File: config.mk
export PLATFORM = sky130hd
export DESIGN_NAME = slip_deframer_with_length_check_core_flat
export DESIGN_NICKNAME = d
export VERILOG_FILES = /design/src/hw/rtl/slipd_pkg.sv /design/src/hw/rtl/slipd_if.sv /design/src/hw/rtl/slipd_cfg_regs.sv /design/src/hw/rtl/slipd_decode.sv /design/src/hw/rtl/slipd_out_reg.sv /design/src/hw/rtl/slip_deframer_with_length_check_core.sv /design/src/flat_wrapper.sv
export SDC_FILE = /design/constraint.sdc
export NUM_CORES = 1
export LEC_CHECK = 0
export BUFFER_PORTS_ARGS = -buffer_cell sky130_fd_sc_hd__buf_2
export CAP_MARGIN = 25
export CORE_ASPECT_RATIO = 0.5
export CORE_UTILIZATION = 50
export DETAILED_ROUTE_END_ITERATION = 12
export HOLD_SLACK_MARGIN = 0.03
export PLACE_DENSITY = 0.74
export SETUP_SLACK_MARGIN = 0.05
export SLEW_MARGIN = 20
export SYNTH_ARGS = -nofsm -noshare
export SYNTH_HDL_FRONTEND = slang
export SYNTH_HIERARCHICAL = 1
export SYNTH_SLANG_ARGS = --single-unit
File: constraint.sdc
create_clock -name clk -period 3.6 [get_ports clk]
set_input_delay 0.36 -clock clk [delete_from_list [all_inputs] [get_ports clk]]
set_output_delay 0.36 -clock clk [all_outputs]
set_load 0.005 [all_outputs]
File: src/hw/rtl/slipd_pkg.sv
// Shared types and constants for the SLIP deframer with length check.
package slipd_pkg;

  localparam int unsigned MTU_BYTES   = 1280;
  localparam int unsigned STORE_BYTES = 2562;

  localparam int unsigned CFG_LEN_W = 11;
  localparam int unsigned CNT_W     = 12;
  localparam int unsigned STAT_W    = 32;
  localparam int unsigned CFG_IDX_W = 1;

  localparam logic [CFG_LEN_W-1:0] MIN_LEN_RESET = CFG_LEN_W'(40);
  localparam logic [CFG_LEN_W-1:0] MAX_LEN_RESET = CFG_LEN_W'(MTU_BYTES);
  localparam logic [CNT_W-1:0]     STORE_LIMIT   = CNT_W'(STORE_BYTES);

  localparam logic [7:0] CODE_END     = 8'hC0;
  localparam logic [7:0] CODE_ESC     = 8'hDB;
  localparam logic [7:0] CODE_ESC_END = 8'hDC;
  localparam logic [7:0] CODE_ESC_ESC = 8'hDD;

  localparam logic [CFG_IDX_W-1:0] CFG_MIN_LEN = CFG_IDX_W'(0);
  localparam logic [CFG_IDX_W-1:0] CFG_MAX_LEN = CFG_IDX_W'(1);

  localparam logic KIND_DATA   = 1'b0;
  localparam logic KIND_MARKER = 1'b1;

  localparam logic [2:0] ST_GOOD     = 3'd0;
  localparam logic [2:0] ST_SHORT    = 3'd1;
  localparam logic [2:0] ST_LONG     = 3'd2;
  localparam logic [2:0] ST_BAD_ESC  = 3'd3;
  localparam logic [2:0] ST_OVERFLOW = 3'd4;

  typedef struct packed {
    logic              kind;
    logic [7:0]        data_byte;
    logic [CNT_W-1:0]  frame_length;
    logic [2:0]        status;
    logic [STAT_W-1:0] good_frames;
    logic [STAT_W-1:0] bad_frames;
  } result_t;

  typedef struct packed {
    logic [CFG_LEN_W-1:0] min_len;
    logic [CFG_LEN_W-1:0] max_len;
  } limits_t;

endpackage

File: src/hw/rtl/slipd_if.sv
// Stream interfaces for raw input bytes and decoded results.
interface slipd_in_if import slipd_pkg::*; ();
  logic       valid;
  logic       ready;
  logic [7:0] rx_byte;

  modport source (output valid, output rx_byte, input ready);
  modport sink   (input valid, input rx_byte, output ready);
endinterface

interface slipd_out_if import slipd_pkg::*; ();
  logic              valid;
  logic              ready;
  logic              kind;
  logic [7:0]        data_byte;
  logic [CNT_W-1:0]  frame_length;
  logic [2:0]        status;
  logic [STAT_W-1:0] good_frames;
  logic [STAT_W-1:0] bad_frames;

  modport source (output valid, output kind, output data_byte, output frame_length,
                  output status, output good_frames, output bad_frames, input ready);
  modport sink   (input valid, input kind, input data_byte, input frame_length,
                  input status, input good_frames, input bad_frames, output ready);
endinterface

File: src/hw/rtl/slipd_cfg_regs.sv
// Configuration registers holding the frame length limits.
module slipd_cfg_regs import slipd_pkg::*; (
  input  logic                 clk,
  input  logic                 rst_n,
  input  logic                 wr_en,
  input  logic [CFG_IDX_W-1:0] wr_index,
  input  logic [CFG_LEN_W-1:0] wr_data,
  output limits_t              limits
);

  logic [CFG_LEN_W-1:0] min_len_r;
  logic [CFG_LEN_W-1:0] max_len_r;

  always_ff @(posedge clk) begin
    if (!rst_n) begin
      min_len_r <= MIN_LEN_RESET;
      max_len_r <= MAX_LEN_RESET;
    end else if (wr_en) begin
      case (wr_index)
        CFG_MIN_LEN: min_len_r <= wr_data;
        CFG_MAX_LEN: max_len_r <= wr_data;
        default: ;
      endcase
    end
  end

  assign limits.min_len = min_len_r;
  assign limits.max_len = max_len_r;

endmodule

File: src/hw/rtl/slipd_decode.sv
// Unstuffing, frame length check and frame counters for one byte per transfer.
module slipd_decode import slipd_pkg::*; (
  input  logic       clk,
  input  logic       rst_n,
  input  logic       step,
  input  logic [7:0] rx_byte,
  input  limits_t    limits,
  output logic       res_valid,
  output result_t    res
);

  logic              escape_pending_r, escape_pending_nxt;
  logic              frame_open_r, frame_open_nxt;
  logic              discarding_r, discarding_nxt;
  logic [CNT_W-1:0]  byte_count_r, byte_count_nxt;
  logic [STAT_W-1:0] good_count_r, good_count_nxt;
  logic [STAT_W-1:0] error_count_r, error_count_nxt;

  logic       have_data;
  logic [7:0] data_val;
  logic       bad_esc;
  logic       raise_err;
  logic [2:0] err_status;
  logic [CNT_W-1:0] min_ext;
  logic [CNT_W-1:0] max_ext;

  assign min_ext = {1'b0, limits.min_len};
  assign max_ext = {1'b0, limits.max_len};

  always_comb begin
    escape_pending_nxt = escape_pending_r;
    frame_open_nxt     = frame_open_r;
    discarding_nxt     = discarding_r;
    byte_count_nxt     = byte_count_r;
    good_count_nxt     = good_count_r;
    error_count_nxt    = error_count_r;
    have_data          = 1'b0;
    data_val           = rx_byte;
    bad_esc            = 1'b0;
    raise_err          = 1'b0;
    err_status         = ST_BAD_ESC;
    res_valid          = 1'b0;
    res.kind           = KIND_MARKER;
    res.data_byte      = 8'd0;
    res.frame_length   = byte_count_r;
    res.status         = ST_GOOD;

    if (rx_byte == CODE_END) begin
      if (frame_open_r && !discarding_r && byte_count_r != '0) begin
        res_valid = 1'b1;
        if (byte_count_r < min_ext) begin
          res.status      = ST_SHORT;
          error_count_nxt = error_count_r + STAT_W'(1);
        end else if (byte_count_r > max_ext) begin
          res.status      = ST_LONG;
          error_count_nxt = error_count_r + STAT_W'(1);
        end else begin
          res.status     = ST_GOOD;
          good_count_nxt = good_count_r + STAT_W'(1);
        end
      end
      byte_count_nxt     = '0;
      escape_pending_nxt = 1'b0;
      discarding_nxt     = 1'b0;
      frame_open_nxt     = 1'b1;
    end else if (!discarding_r) begin
      frame_open_nxt = 1'b1;
      if (escape_pending_r) begin
        escape_pending_nxt = 1'b0;
        if (rx_byte == CODE_ESC_END) begin
          data_val  = CODE_END;
          have_data = 1'b1;
        end else if (rx_byte == CODE_ESC_ESC) begin
          data_val  = CODE_ESC;
          have_data = 1'b1;
        end else begin
          bad_esc = 1'b1;
        end
      end else if (rx_byte == CODE_ESC) begin
        escape_pending_nxt = 1'b1;
      end else begin
        have_data = 1'b1;
      end

      if (bad_esc) begin
        raise_err  = 1'b1;
        err_status = ST_BAD_ESC;
      end else if (have_data) begin
        if (byte_count_r < STORE_LIMIT) begin
          byte_count_nxt   = byte_count_r + CNT_W'(1);
          res_valid        = 1'b1;
          res.kind         = KIND_DATA;
          res.data_byte    = data_val;
          res.frame_length = byte_count_nxt;
        end else begin
          raise_err  = 1'b1;
          err_status = ST_OVERFLOW;
        end
      end

      if (raise_err) begin
        res_valid          = 1'b1;
        res.status         = err_status;
        error_count_nxt    = error_count_r + STAT_W'(1);
        byte_count_nxt     = '0;
        frame_open_nxt     = 1'b0;
        discarding_nxt     = 1'b1;
        escape_pending_nxt = 1'b0;
      end
    end

    res.good_frames = good_count_nxt;
    res.bad_frames  = error_count_nxt;
  end

  always_ff @(posedge clk) begin
    if (!rst_n) begin
      escape_pending_r <= 1'b0;
      frame_open_r     <= 1'b0;
      discarding_r     <= 1'b0;
      byte_count_r     <= '0;
      good_count_r     <= '0;
      error_count_r    <= '0;
    end else if (step) begin
      escape_pending_r <= escape_pending_nxt;
      frame_open_r     <= frame_open_nxt;
      discarding_r     <= discarding_nxt;
      byte_count_r     <= byte_count_nxt;
      good_count_r     <= good_count_nxt;
      error_count_r    <= error_count_nxt;
    end
  end

  a_discard_empty: assert property (@(posedge clk) disable iff (!rst_n)
    discarding_r |-> (byte_count_r == '0 && !escape_pending_r && !frame_open_r))
    else $error("discarding with frame state left over");

  a_count_bound: assert property (@(posedge clk) disable iff (!rst_n)
    byte_count_r <= STORE_LIMIT)
    else $error("byte count beyond store size");

  a_counters_step: assert property (@(posedge clk) disable iff (!rst_n)
    !$past(step) |-> ($stable(good_count_r) && $stable(error_count_r)))
    else $error("frame counters moved without a transfer");

  a_data_len: assert property (@(posedge clk) disable iff (!rst_n)
    (step && res_valid && res.kind == KIND_DATA) |=> (byte_count_r != '0))
    else $error("data byte left an empty frame");

endmodule

File: src/hw/rtl/slipd_out_reg.sv
// Result register between the decoder and the output channel.
module slipd_out_reg import slipd_pkg::*; (
  input  logic    clk,
  input  logic    rst_n,
  input  logic    load,
  input  result_t load_res,
  output logic    space,
  slipd_out_if.source out_ch
);

  logic    valid_r;
  result_t res_r;

  assign space = !valid_r || out_ch.ready;

  always_ff @(posedge clk) begin
    if (!rst_n) begin
      valid_r <= 1'b0;
    end else if (load) begin
      valid_r <= 1'b1;
    end else if (out_ch.ready) begin
      valid_r <= 1'b0;
    end
  end

  always_ff @(posedge clk) begin
    if (load) begin
      res_r <= load_res;
    end
  end

  assign out_ch.valid        = valid_r;
  assign out_ch.kind         = res_r.kind;
  assign out_ch.data_byte    = res_r.data_byte;
  assign out_ch.frame_length = res_r.frame_length;
  assign out_ch.status       = res_r.status;
  assign out_ch.good_frames  = res_r.good_frames;
  assign out_ch.bad_frames   = res_r.bad_frames;

endmodule

File: src/hw/rtl/slip_deframer_with_length_check_core.sv
// Top level of the SLIP deframer with frame length check.
//
// in_ch carries one raw byte from the serial link per transfer; out_ch carries
// at most one result per byte: a decoded data byte (kind 0) or a frame-end or
// error marker (kind 1) with length, status and the running good and bad
// frame counts. END bytes that close no frame, lone ESC bytes, and bytes
// dropped after an error give no result.
// A byte sits in the input register while it is decoded, and its result is
// loaded into the result register when the decode step fires; out_ch.valid
// then rises, and the result is taken when out_ch is ready. One byte is
// taken every cycle while out_ch is ready; the decode step between the input
// and result registers sets this.
// When out_ch stalls, the result register holds its result, the input
// register fills, and in_ch.ready falls until the result is taken.
// cfg_wr_en with cfg_index writes min_frame_len (0) or max_frame_len (1);
// write them only while no byte is in flight.
// Reset (rst_n low, synchronous) clears the pipeline, the frame state and
// both counters, and sets the limits to 40 and 1280.
module slip_deframer_with_length_check_core import slipd_pkg::*; (
  input  logic                 clk,
  input  logic                 rst_n,
  input  logic                 cfg_wr_en,
  input  logic [CFG_IDX_W-1:0] cfg_index,
  input  logic [CFG_LEN_W-1:0] cfg_wr_data,
  slipd_in_if.sink             in_ch,
  slipd_out_if.source          out_ch
);

  logic       in_valid_r;
  logic [7:0] in_byte_r;
  logic       step;
  logic       space;
  logic       res_valid;
  result_t    res;
  limits_t    limits;

  assign step        = in_valid_r && space;
  assign in_ch.ready = !in_valid_r || space;

  always_ff @(posedge clk) begin
    if (!rst_n) begin
      in_valid_r <= 1'b0;
    end else if (in_ch.ready) begin
      in_valid_r <= in_ch.valid;
    end
  end

  always_ff @(posedge clk) begin
    if (in_ch.ready && in_ch.valid) begin
      in_byte_r <= in_ch.rx_byte;
    end
  end

  slipd_cfg_regs u_cfg (
    .clk      (clk),
    .rst_n    (rst_n),
    .wr_en    (cfg_wr_en),
    .wr_index (cfg_index),
    .wr_data  (cfg_wr_data),
    .limits   (limits)
  );

  slipd_decode u_decode (
    .clk       (clk),
    .rst_n     (rst_n),
    .step      (step),
    .rx_byte   (in_byte_r),
    .limits    (limits),
    .res_valid (res_valid),
    .res       (res)
  );

  slipd_out_reg u_out (
    .clk      (clk),
    .rst_n    (rst_n),
    .load     (step && res_valid),
    .load_res (res),
    .space    (space),
    .out_ch   (out_ch)
  );

endmodule

File: src/flat_wrapper.sv
// flat-port wrapper written by rule: the top's interface ports become plain ports
module slip_deframer_with_length_check_core_flat import slipd_pkg::*;
  (clk, rst_n, cfg_wr_en, cfg_index, cfg_wr_data, in_ch_valid, in_ch_rx_byte, in_ch_ready, out_ch_valid, out_ch_kind, out_ch_data_byte, out_ch_frame_length, out_ch_status, out_ch_good_frames, out_ch_bad_frames, out_ch_ready);
  slipd_in_if in_ch_i ();
  slipd_out_if out_ch_i ();
  input  logic clk;
  input  logic rst_n;
  input  logic cfg_wr_en;
  input  logic [CFG_IDX_W-1:0] cfg_index;
  input  logic [CFG_LEN_W-1:0] cfg_wr_data;
  input wire logic [$bits(in_ch_i.valid)-1:0] in_ch_valid;
  input wire logic [$bits(in_ch_i.rx_byte)-1:0] in_ch_rx_byte;
  output wire logic [$bits(in_ch_i.ready)-1:0] in_ch_ready;
  output wire logic [$bits(out_ch_i.valid)-1:0] out_ch_valid;
  output wire logic [$bits(out_ch_i.kind)-1:0] out_ch_kind;
  output wire logic [$bits(out_ch_i.data_byte)-1:0] out_ch_data_byte;
  output wire logic [$bits(out_ch_i.frame_length)-1:0] out_ch_frame_length;
  output wire logic [$bits(out_ch_i.status)-1:0] out_ch_status;
  output wire logic [$bits(out_ch_i.good_frames)-1:0] out_ch_good_frames;
  output wire logic [$bits(out_ch_i.bad_frames)-1:0] out_ch_bad_frames;
  input wire logic [$bits(out_ch_i.ready)-1:0] out_ch_ready;
  assign in_ch_i.valid = in_ch_valid;
  assign in_ch_i.rx_byte = in_ch_rx_byte;
  assign in_ch_ready = in_ch_i.ready;
  assign out_ch_valid = out_ch_i.valid;
  assign out_ch_kind = out_ch_i.kind;
  assign out_ch_data_byte = out_ch_i.data_byte;
  assign out_ch_frame_length = out_ch_i.frame_length;
  assign out_ch_status = out_ch_i.status;
  assign out_ch_good_frames = out_ch_i.good_frames;
  assign out_ch_bad_frames = out_ch_i.bad_frames;
  assign out_ch_i.ready = out_ch_ready;
  slip_deframer_with_length_check_core u_core (.clk(clk), .rst_n(rst_n), .cfg_wr_en(cfg_wr_en), .cfg_index(cfg_index), .cfg_wr_data(cfg_wr_data), .in_ch(in_ch_i), .out_ch(out_ch_i));
endmodule
==> results of run 1 <==
==> path summary, 6_finish.rpt <==
path | startpoint | end | slack (ns) | cells past startpoint
hold / removal | in_ch_rx_byte[0] | u_core/in_byte_r[0] | 0.09 | 1
setup reg to reg | u_core/u_decode/byte_count_r[2] | u_core/u_out/out_ch.bad_frames[1] | 0.52 | 9
hold reg to reg | u_core/u_cfg/max_len_r[2] | u_core/u_cfg/max_len_r[2] | 0.46 | 2
setup / recovery | u_core/u_decode/byte_count_r[2] | u_core/u_out/out_ch.bad_frames[1] | 0.52 | 9
==> power groups by stage <==
stage	clock network, uW	logic [uW]	registers, uW
4_1_cts	2030	236	2470
3_5_place_dp	0	234	2520
6_report	1990	233	2470
2_1_floorplan	0	124	2520
5_1_grt	2120	257	2480
3_3_place_gp	0	228	2520
==> state kept, by name (all words and copies together), names as in the netlist <==
name / flops
u_core/u_out/out_ch.frame_length: 12
u_core/u_out/out_ch.valid: 1
u_core/u_cfg/min_len_r: 11
u_core/in_byte_r: 8
u_core/u_out/out_ch.good_frames: 32
u_core/u_out/out_ch.bad_frames: 32
u_core/in_valid_r: 1
u_core/u_decode/error_count_r: 32
u_core/u_decode/byte_count_r: 12
u_core/u_decode/good_count_r: 32
u_core/u_out/out_ch.data_byte: 8
u_core/u_out/out_ch.status: 3
u_core/u_decode/frame_open_r: 1
u_core/u_decode/escape_pending_r: 1
u_core/u_cfg/max_len_r: 11
u_core/u_out/out_ch.kind: 1
u_core/u_decode/discarding_r: 1
==> kinds of logic after synthesis <==
logic type | after synthesis
AND/OR/NAND/NOR | 365
flip-flops | 199
XOR/XNOR | 130
AO/OA/AOI/OAI | 96
buffers and inverters | 86
adder cells (fa/ha/maj) | 25
multiplexers | 18
==> final cells by class <==
class | count | area share [%]
Clock inverter | 15 | 1.90
Inverter | 35 | 1.19
Sequential cell | 199 | 44.9
Clock buffer | 17 | 3.87
Multi-Input combinational cell | 634 | 38.8
Timing Repair Buffer | 129 | 6.32
Tap cell | 259 | 2.94
==> per-stage QoR <==
stage	setup slack (ns)	total power, uW	hold WS, ns	utilization, %	instance area (um^2)
after floorplan	0.782	2650	0.435	-	9610
after global placement	0.606	2750	0.445	55.7	10400
after detailed placement	0.552	2750	0.451	55.7	10400
after CTS	0.523	4730	0.0775	59.1	11000
after global routing	0.337	4850	0.0764	59.1	11000
final	0.522	4690	0.0924	59.1	11000
==> metal layers <==
layer	routed length (um)	share of wire, %	global-route usage (%)	vias to the layer above
met5	0	0	0	-
met2	9720	49	35.7	170
met3	1090	5.4	5.24	21
met4	193	0.97	4.65	0
li1	-	-	-	3394
met1	9000	45	26.5	3332
==> cells in the final DEF, fill, tap and decap left out, types with 3 or more instances in the layout <==
master	count
clkinv_8	6
a211oi_1	3
nand4_1	27
and2_1	16
mux2i_1	17
and4_1	8
nand2_1	103
nor4_2	5
dfxtp_1	103
nor4_1	4
xor2_1	60
o211ai_1	26
buf_4	14
a21oi_1	19
nand3_1	36
o21ai_0	20
buf_2	114
a21o_1	3
nor2b_1	4
nand2b_1	6
inv_1	33
ha_1	25
and3_1	35
nor2_1	76
xnor2_1	70
or3_1	13
clkbuf_16	17
and3b_1	3
edfxtp_1	96
o2111ai_1	4
o21a_1	4
nor3_1	5
==> worst max-delay path: stages (launching register included) <==
cell,delay (ns)
dfxtp_1,0.48
ha_1,0.30
a211o_1,0.29
a31oi_1,0.18
o41ai_2,0.14
a41o_2,0.34
a21oi_4,0.28
or2_1,0.15
buf_4,0.30
mux2_1,0.35
==> impl_metrics.ini, run 1 <==
[yosys]
synth_area_leader_cell = edfxtp_1
syn-mean-instance-area_um2 = 10.5
synthXorXnorAreaFrac_pct = 11.8
yosys.area_share.simple_pct = 20.5
synth_compound_area_share_pct = 6.87
synth_edf_count = 96
muxShareOfSynthArea_pct = 1.89
synth_common_cells = dfxtp_1 (103), nand2_1 (103), edfxtp_1 (96)
yosysSeqAreaShare_pct = 51.4
synth_warnings = 6
async_flop_share_pct = 0
synth_area_leaders = edfxtp_1 (30%), dfxtp_1 (21%), xnor2_1 (6.4%), xor2_1 (5.5%), nand2_1 (4.0%)
netlist_area_um2 = 9610
synth_top_family_by_area = simple AND/OR/NAND/NOR gates
syn_nets = 969
syn_inst = 919
synth_fa_ha_area_share_pct = 3.25
synth_seq_cells = 199
ys_types = 68
yosysTopAreaCellShare_pct = 30.0
ys.flop_type = dfxtp_1

[clock_tree]
holdBufCountCts = 0
cts_made_buffers = 17
cts-resized-gates = 0
h-tree-depth = 4
cts_max_path_buffers = 2
cts_setup_buffers = 0
cts-root-buf = clkbuf_16
cts.sinks = 199
cts_tree = built
clkLatencyLatePin_ns = 0.44
clk_pin_slew_ns = 0.08

[critical_path]
crit_path_end_kind = flop
worstSetupPathType = flop to flop
startpoint_type = flop
critPathMaxFanout = 31
crit_arrival_ns = 3.26
critPathRequiredTime_ns = 3.78

[cells_and_area]
final-seq-area_um2 = 4940
multiInputGateArea_um2 = 4270
area.growth.synth_to_final_pct = 14.5
fin_cells = 1288
antennaDiodeCount = 0
nets = 1066
drive_gt1_share_pct = 18.6
fill_cells = 1583

[timing]
slew_headroom_pct = 53.2
setup_tns_ns = 0
timing_worst_slew_pin_value_ns = 0.703
hold_viol = 0
fin_crit_ns = 3.08
fmax_mhz = 325
report.final.setup_viol = 0
grt_setup_unrepaired = false
finClkSkew_ns = 0.0134
finalCritPeriodShare_pct = 85.5
slew_viol_final = 0

[route]
via_per_inst = 5.37
drtAntennaViolNets = 0
route.detailed.drc = 0
drt-total-wl_um = 20000
first_pass_iters = 5
wl_per_cell_um = 15.5
drtIter0Drc = 377
vias = 6917

[floorplanning]
rows = 35
die_area_um2 = 19800
initial_core_util_pct = 51.7
ioPinCount = 115
die_x_um = 198
core_area_um2 = 18600
fp.dieH_um = 100

[global_routing]
antenna_found_initial = 0
grt_pass1_wl_um = 32700
grt_use_total_pct = 20.8
grt-ovfl-total = 0
grt_start_max_net_pins = 62
grt_pass1_vias = 6706

[placement]
io_buffers = 114
place_inst = 1256
gp_congestion = 0.837
hpwlAfterDp_um = 13800

[pwr]
seqPwrFrac_pct = 52.6
p_clk_share_pct = 42.4
p_sw_share_pct = 24.4
switchingPower_uw = 1140
ir_worst_vdd_mv = 0.331
leakage_uw = 0.00419
powerDensity_nw_per_um2 = 426
p_comb_share_pct = 5.0
p_int_uw = 3540

[run]
maxCapViolations = 0

[min_path]
hold_path_class = primary input to flop

[status]
status = complete, no violations
Note: power is estimated with default switching activity, not from simulation.
==> inputs of run 2 (changes only) <==
--- a/config.mk
+++ b/config.mk
@@ -9,6 +9,7 @@
 export CAP_MARGIN = 25
 export CORE_ASPECT_RATIO = 0.5
 export CORE_UTILIZATION = 50
+export CTS_BUF_LIST = sky130_fd_sc_hd__clkbuf_2
 export DETAILED_ROUTE_END_ITERATION = 12
 export HOLD_SLACK_MARGIN = 0.03
 export PLACE_DENSITY = 0.74
==> run 2 against run 1 <==
  * Worst setup slack got worse by 0.091 ns
  * Wire length rose by 2.3%
  * Via count rose by 1.7%
  * Global-route usage rose by 0.13 points
  * Sequential power barely moved
  * Critical endpoint is now u_core/u_out/out_ch.valid
  * Cell count rose by 2.7%
  * Count of clock-buffer cells in the layout did not move
  * Clock power fell by 40%
  * Maximum frequency fell by 2.9%
  * Non-clock buffer count rose by 34
==> impl_metrics.ini, run 2 (synthesis gave the netlist of run 1 again) <==
[min_path]
min_path_cells = 2
hp-start = in_ch_rx_byte[6]
hold_end = u_core/in_byte_r[6]
hold_path_class = primary input to flop

[clock_tree]
cts_max_path_buffers = 2
cts_tree = built
cts-resized-gates = 0
cts_made_buffers = 17
clkLatencyLatePin_ns = 0.76
h-tree-depth = 4
clk_pin_slew_ns = 0.32
cts_setup_buffers = 0
cts-root-buf = clkbuf_2
cts.sinks = 199

[critical_path]
worst_path_max_delay_cell = dlygate4sd3_1
cp_num_cells = 9
path_delay_family = simple AND/OR/NAND/NOR gates
path_buf_inv = 3
crit_arrival_ns = 3.90
r2r_end = u_core/u_out/out_ch.valid
startpoint_type = flop
critPathRequiredTime_ns = 4.33
crit_chain = nor4_2 > and2_0 > nand3_2 > nand2_1 > and3_4 > buf_4 > inv_1 > a21boi_2 > dlygate4sd3_1
slowest_delay_ns = 0.55
crit_path_end_kind = flop
r2r_start = u_core/in_byte_r[0]
reg2reg_slack_ns = 0.43
worstSetupPathType = flop to flop
critPathMaxFanout = 20
reg2reg_depth = 9

[timing]
hold_slack_ns = 0.293
setup_tns_ns = 0
finalCritPeriodShare_pct = 88.0
report.final.setup_viol = 0
slew_viol_final = 0
finClkSkew_ns = 0.0487
hold_viol = 0
fmax_mhz = 316
slew_headroom_pct = 52.2
grt_setup_unrepaired = false
fin_crit_ns = 3.17
timing_worst_slew_pin_value_ns = 0.716

[global_routing]
antenna_found_initial = 0
grt_use_total_pct = 20.9
grt_pass1_vias = 6835
grt-ovfl-total = 0
grt_start_max_net_pins = 62
grt_pass1_wl_um = 33000

[cells_and_area]
nets = 1101
stdcell_area_um2 = 11000
final_cell_mix = buf_2 (114), dfxtp_1 (103), nand2_1 (103)
fill_cells = 1594
multiInputGateArea_um2 = 4280
drive_gt1_share_pct = 18.0
area.growth.synth_to_final_pct = 14.5
fin_util_pct = 59.2
antennaDiodeCount = 0
final-seq-area_um2 = 4940
final_common_cell = buf_2

[floorplanning]
initial_core_util_pct = 51.7
die_x_um = 198
ioPinCount = 115
core_area_um2 = 18600
die_area_um2 = 19800
rows = 35
fp.dieH_um = 100

[placement]
hpwlAfterDp_um = 13800
gp_congestion = 0.837
io_buffers = 114
dpl_cell_area_um2 = 10400

[route]
wl_per_cell_um = 15.5
drtIter0Drc = 375
vias = 7033
route.detailed.drc = 0
via_per_inst = 5.32
first_pass_iters = 5
drt-total-wl_um = 20400
drtAntennaViolNets = 0

[status]
status = complete, no violations

[pwr]
total_power_uw = 3940
ir_worst_vdd_mv = 0.224
powerDensity_nw_per_um2 = 357
leakage_uw = 0.00421

[run]
maxCapViolations = 0
run 2: cell types whose count changed in the layout (fill, tap and decap cells not counted):
cell,previous run,this run
dlygate4sd3_1,0,34
clkbuf_16,17,0
clkbuf_2,0,17
and3_2,0,1
run 2: final cells by class:
type                    count  area share (%)
flip-flops and latches    199            44.9
multi-input cells         635            38.9
repair buffers            163            9.41
clock inverters            15            1.90
well taps                 259            2.94
inverters                  35            1.19
clock buffers              17           0.773
run 2: worst max path at each step:
stage,startpoint,endpoint,slack (ns)
floorplan,u_core/in_byte_r[0],u_core/u_out/out_ch.bad_frames[0],0.78
global placement,u_core/u_decode/byte_count_r[2],u_core/u_out/out_ch.bad_frames[1],0.61
detailed placement,u_core/u_decode/byte_count_r[2],u_core/u_out/out_ch.bad_frames[1],0.55
CTS,u_core/in_byte_r[0],u_core/u_out/out_ch.valid,0.33
global route,u_core/in_byte_r[0],u_core/u_out/out_ch.valid,0.14
finish,u_core/in_byte_r[0],u_core/u_out/out_ch.valid,0.43
run 2: power by group:
group	switching, uW	leakage, uW	internal [uW]	total, uW
Clock	879	0.000163	314	1190
Sequential	30.8	0.00170	2450	2480
Combinational	151	0.00235	115	266
run 2: stage by stage:
| step | std cells | worst slack (ns) |
|---|---|---|
| finish | 1323 | 0.432 |
| global route | 1323 | 0.143 |
| CTS | 1322 | 0.331 |
| detailed placement | 1256 | 0.552 |
| global placement | 1256 | 0.606 |
| floorplan | 919 | 0.782 |
run 2: layer usage:
metal / vias up / wire length (um) / track usage, %
met4: 0 / 205 / 5.01
met5: - / 0 / 0
met2: 150 / 9870 / 36.5
met3: 17 / 933 / 3.90
met1: 3399 / 9440 / 27.0
li1: 3467 / - / -
run 2: what timing repair did:
action	CTS	global route
endpoints found under the setup margin	0	1
endpoints found under the hold margin	46	0
hold buffers	34	0
run 2: worst reg2reg max path, cell delays in order, from the launching register on:
cell and delay (ns):
edfxtp_1 0.53, nor4_2 0.34, and2_0 0.34, nand3_2 0.22
nand2_1 0.21, and3_4 0.43, buf_4 0.33, inv_1 0.09
a21boi_2 0.12, dlygate4sd3_1 0.55
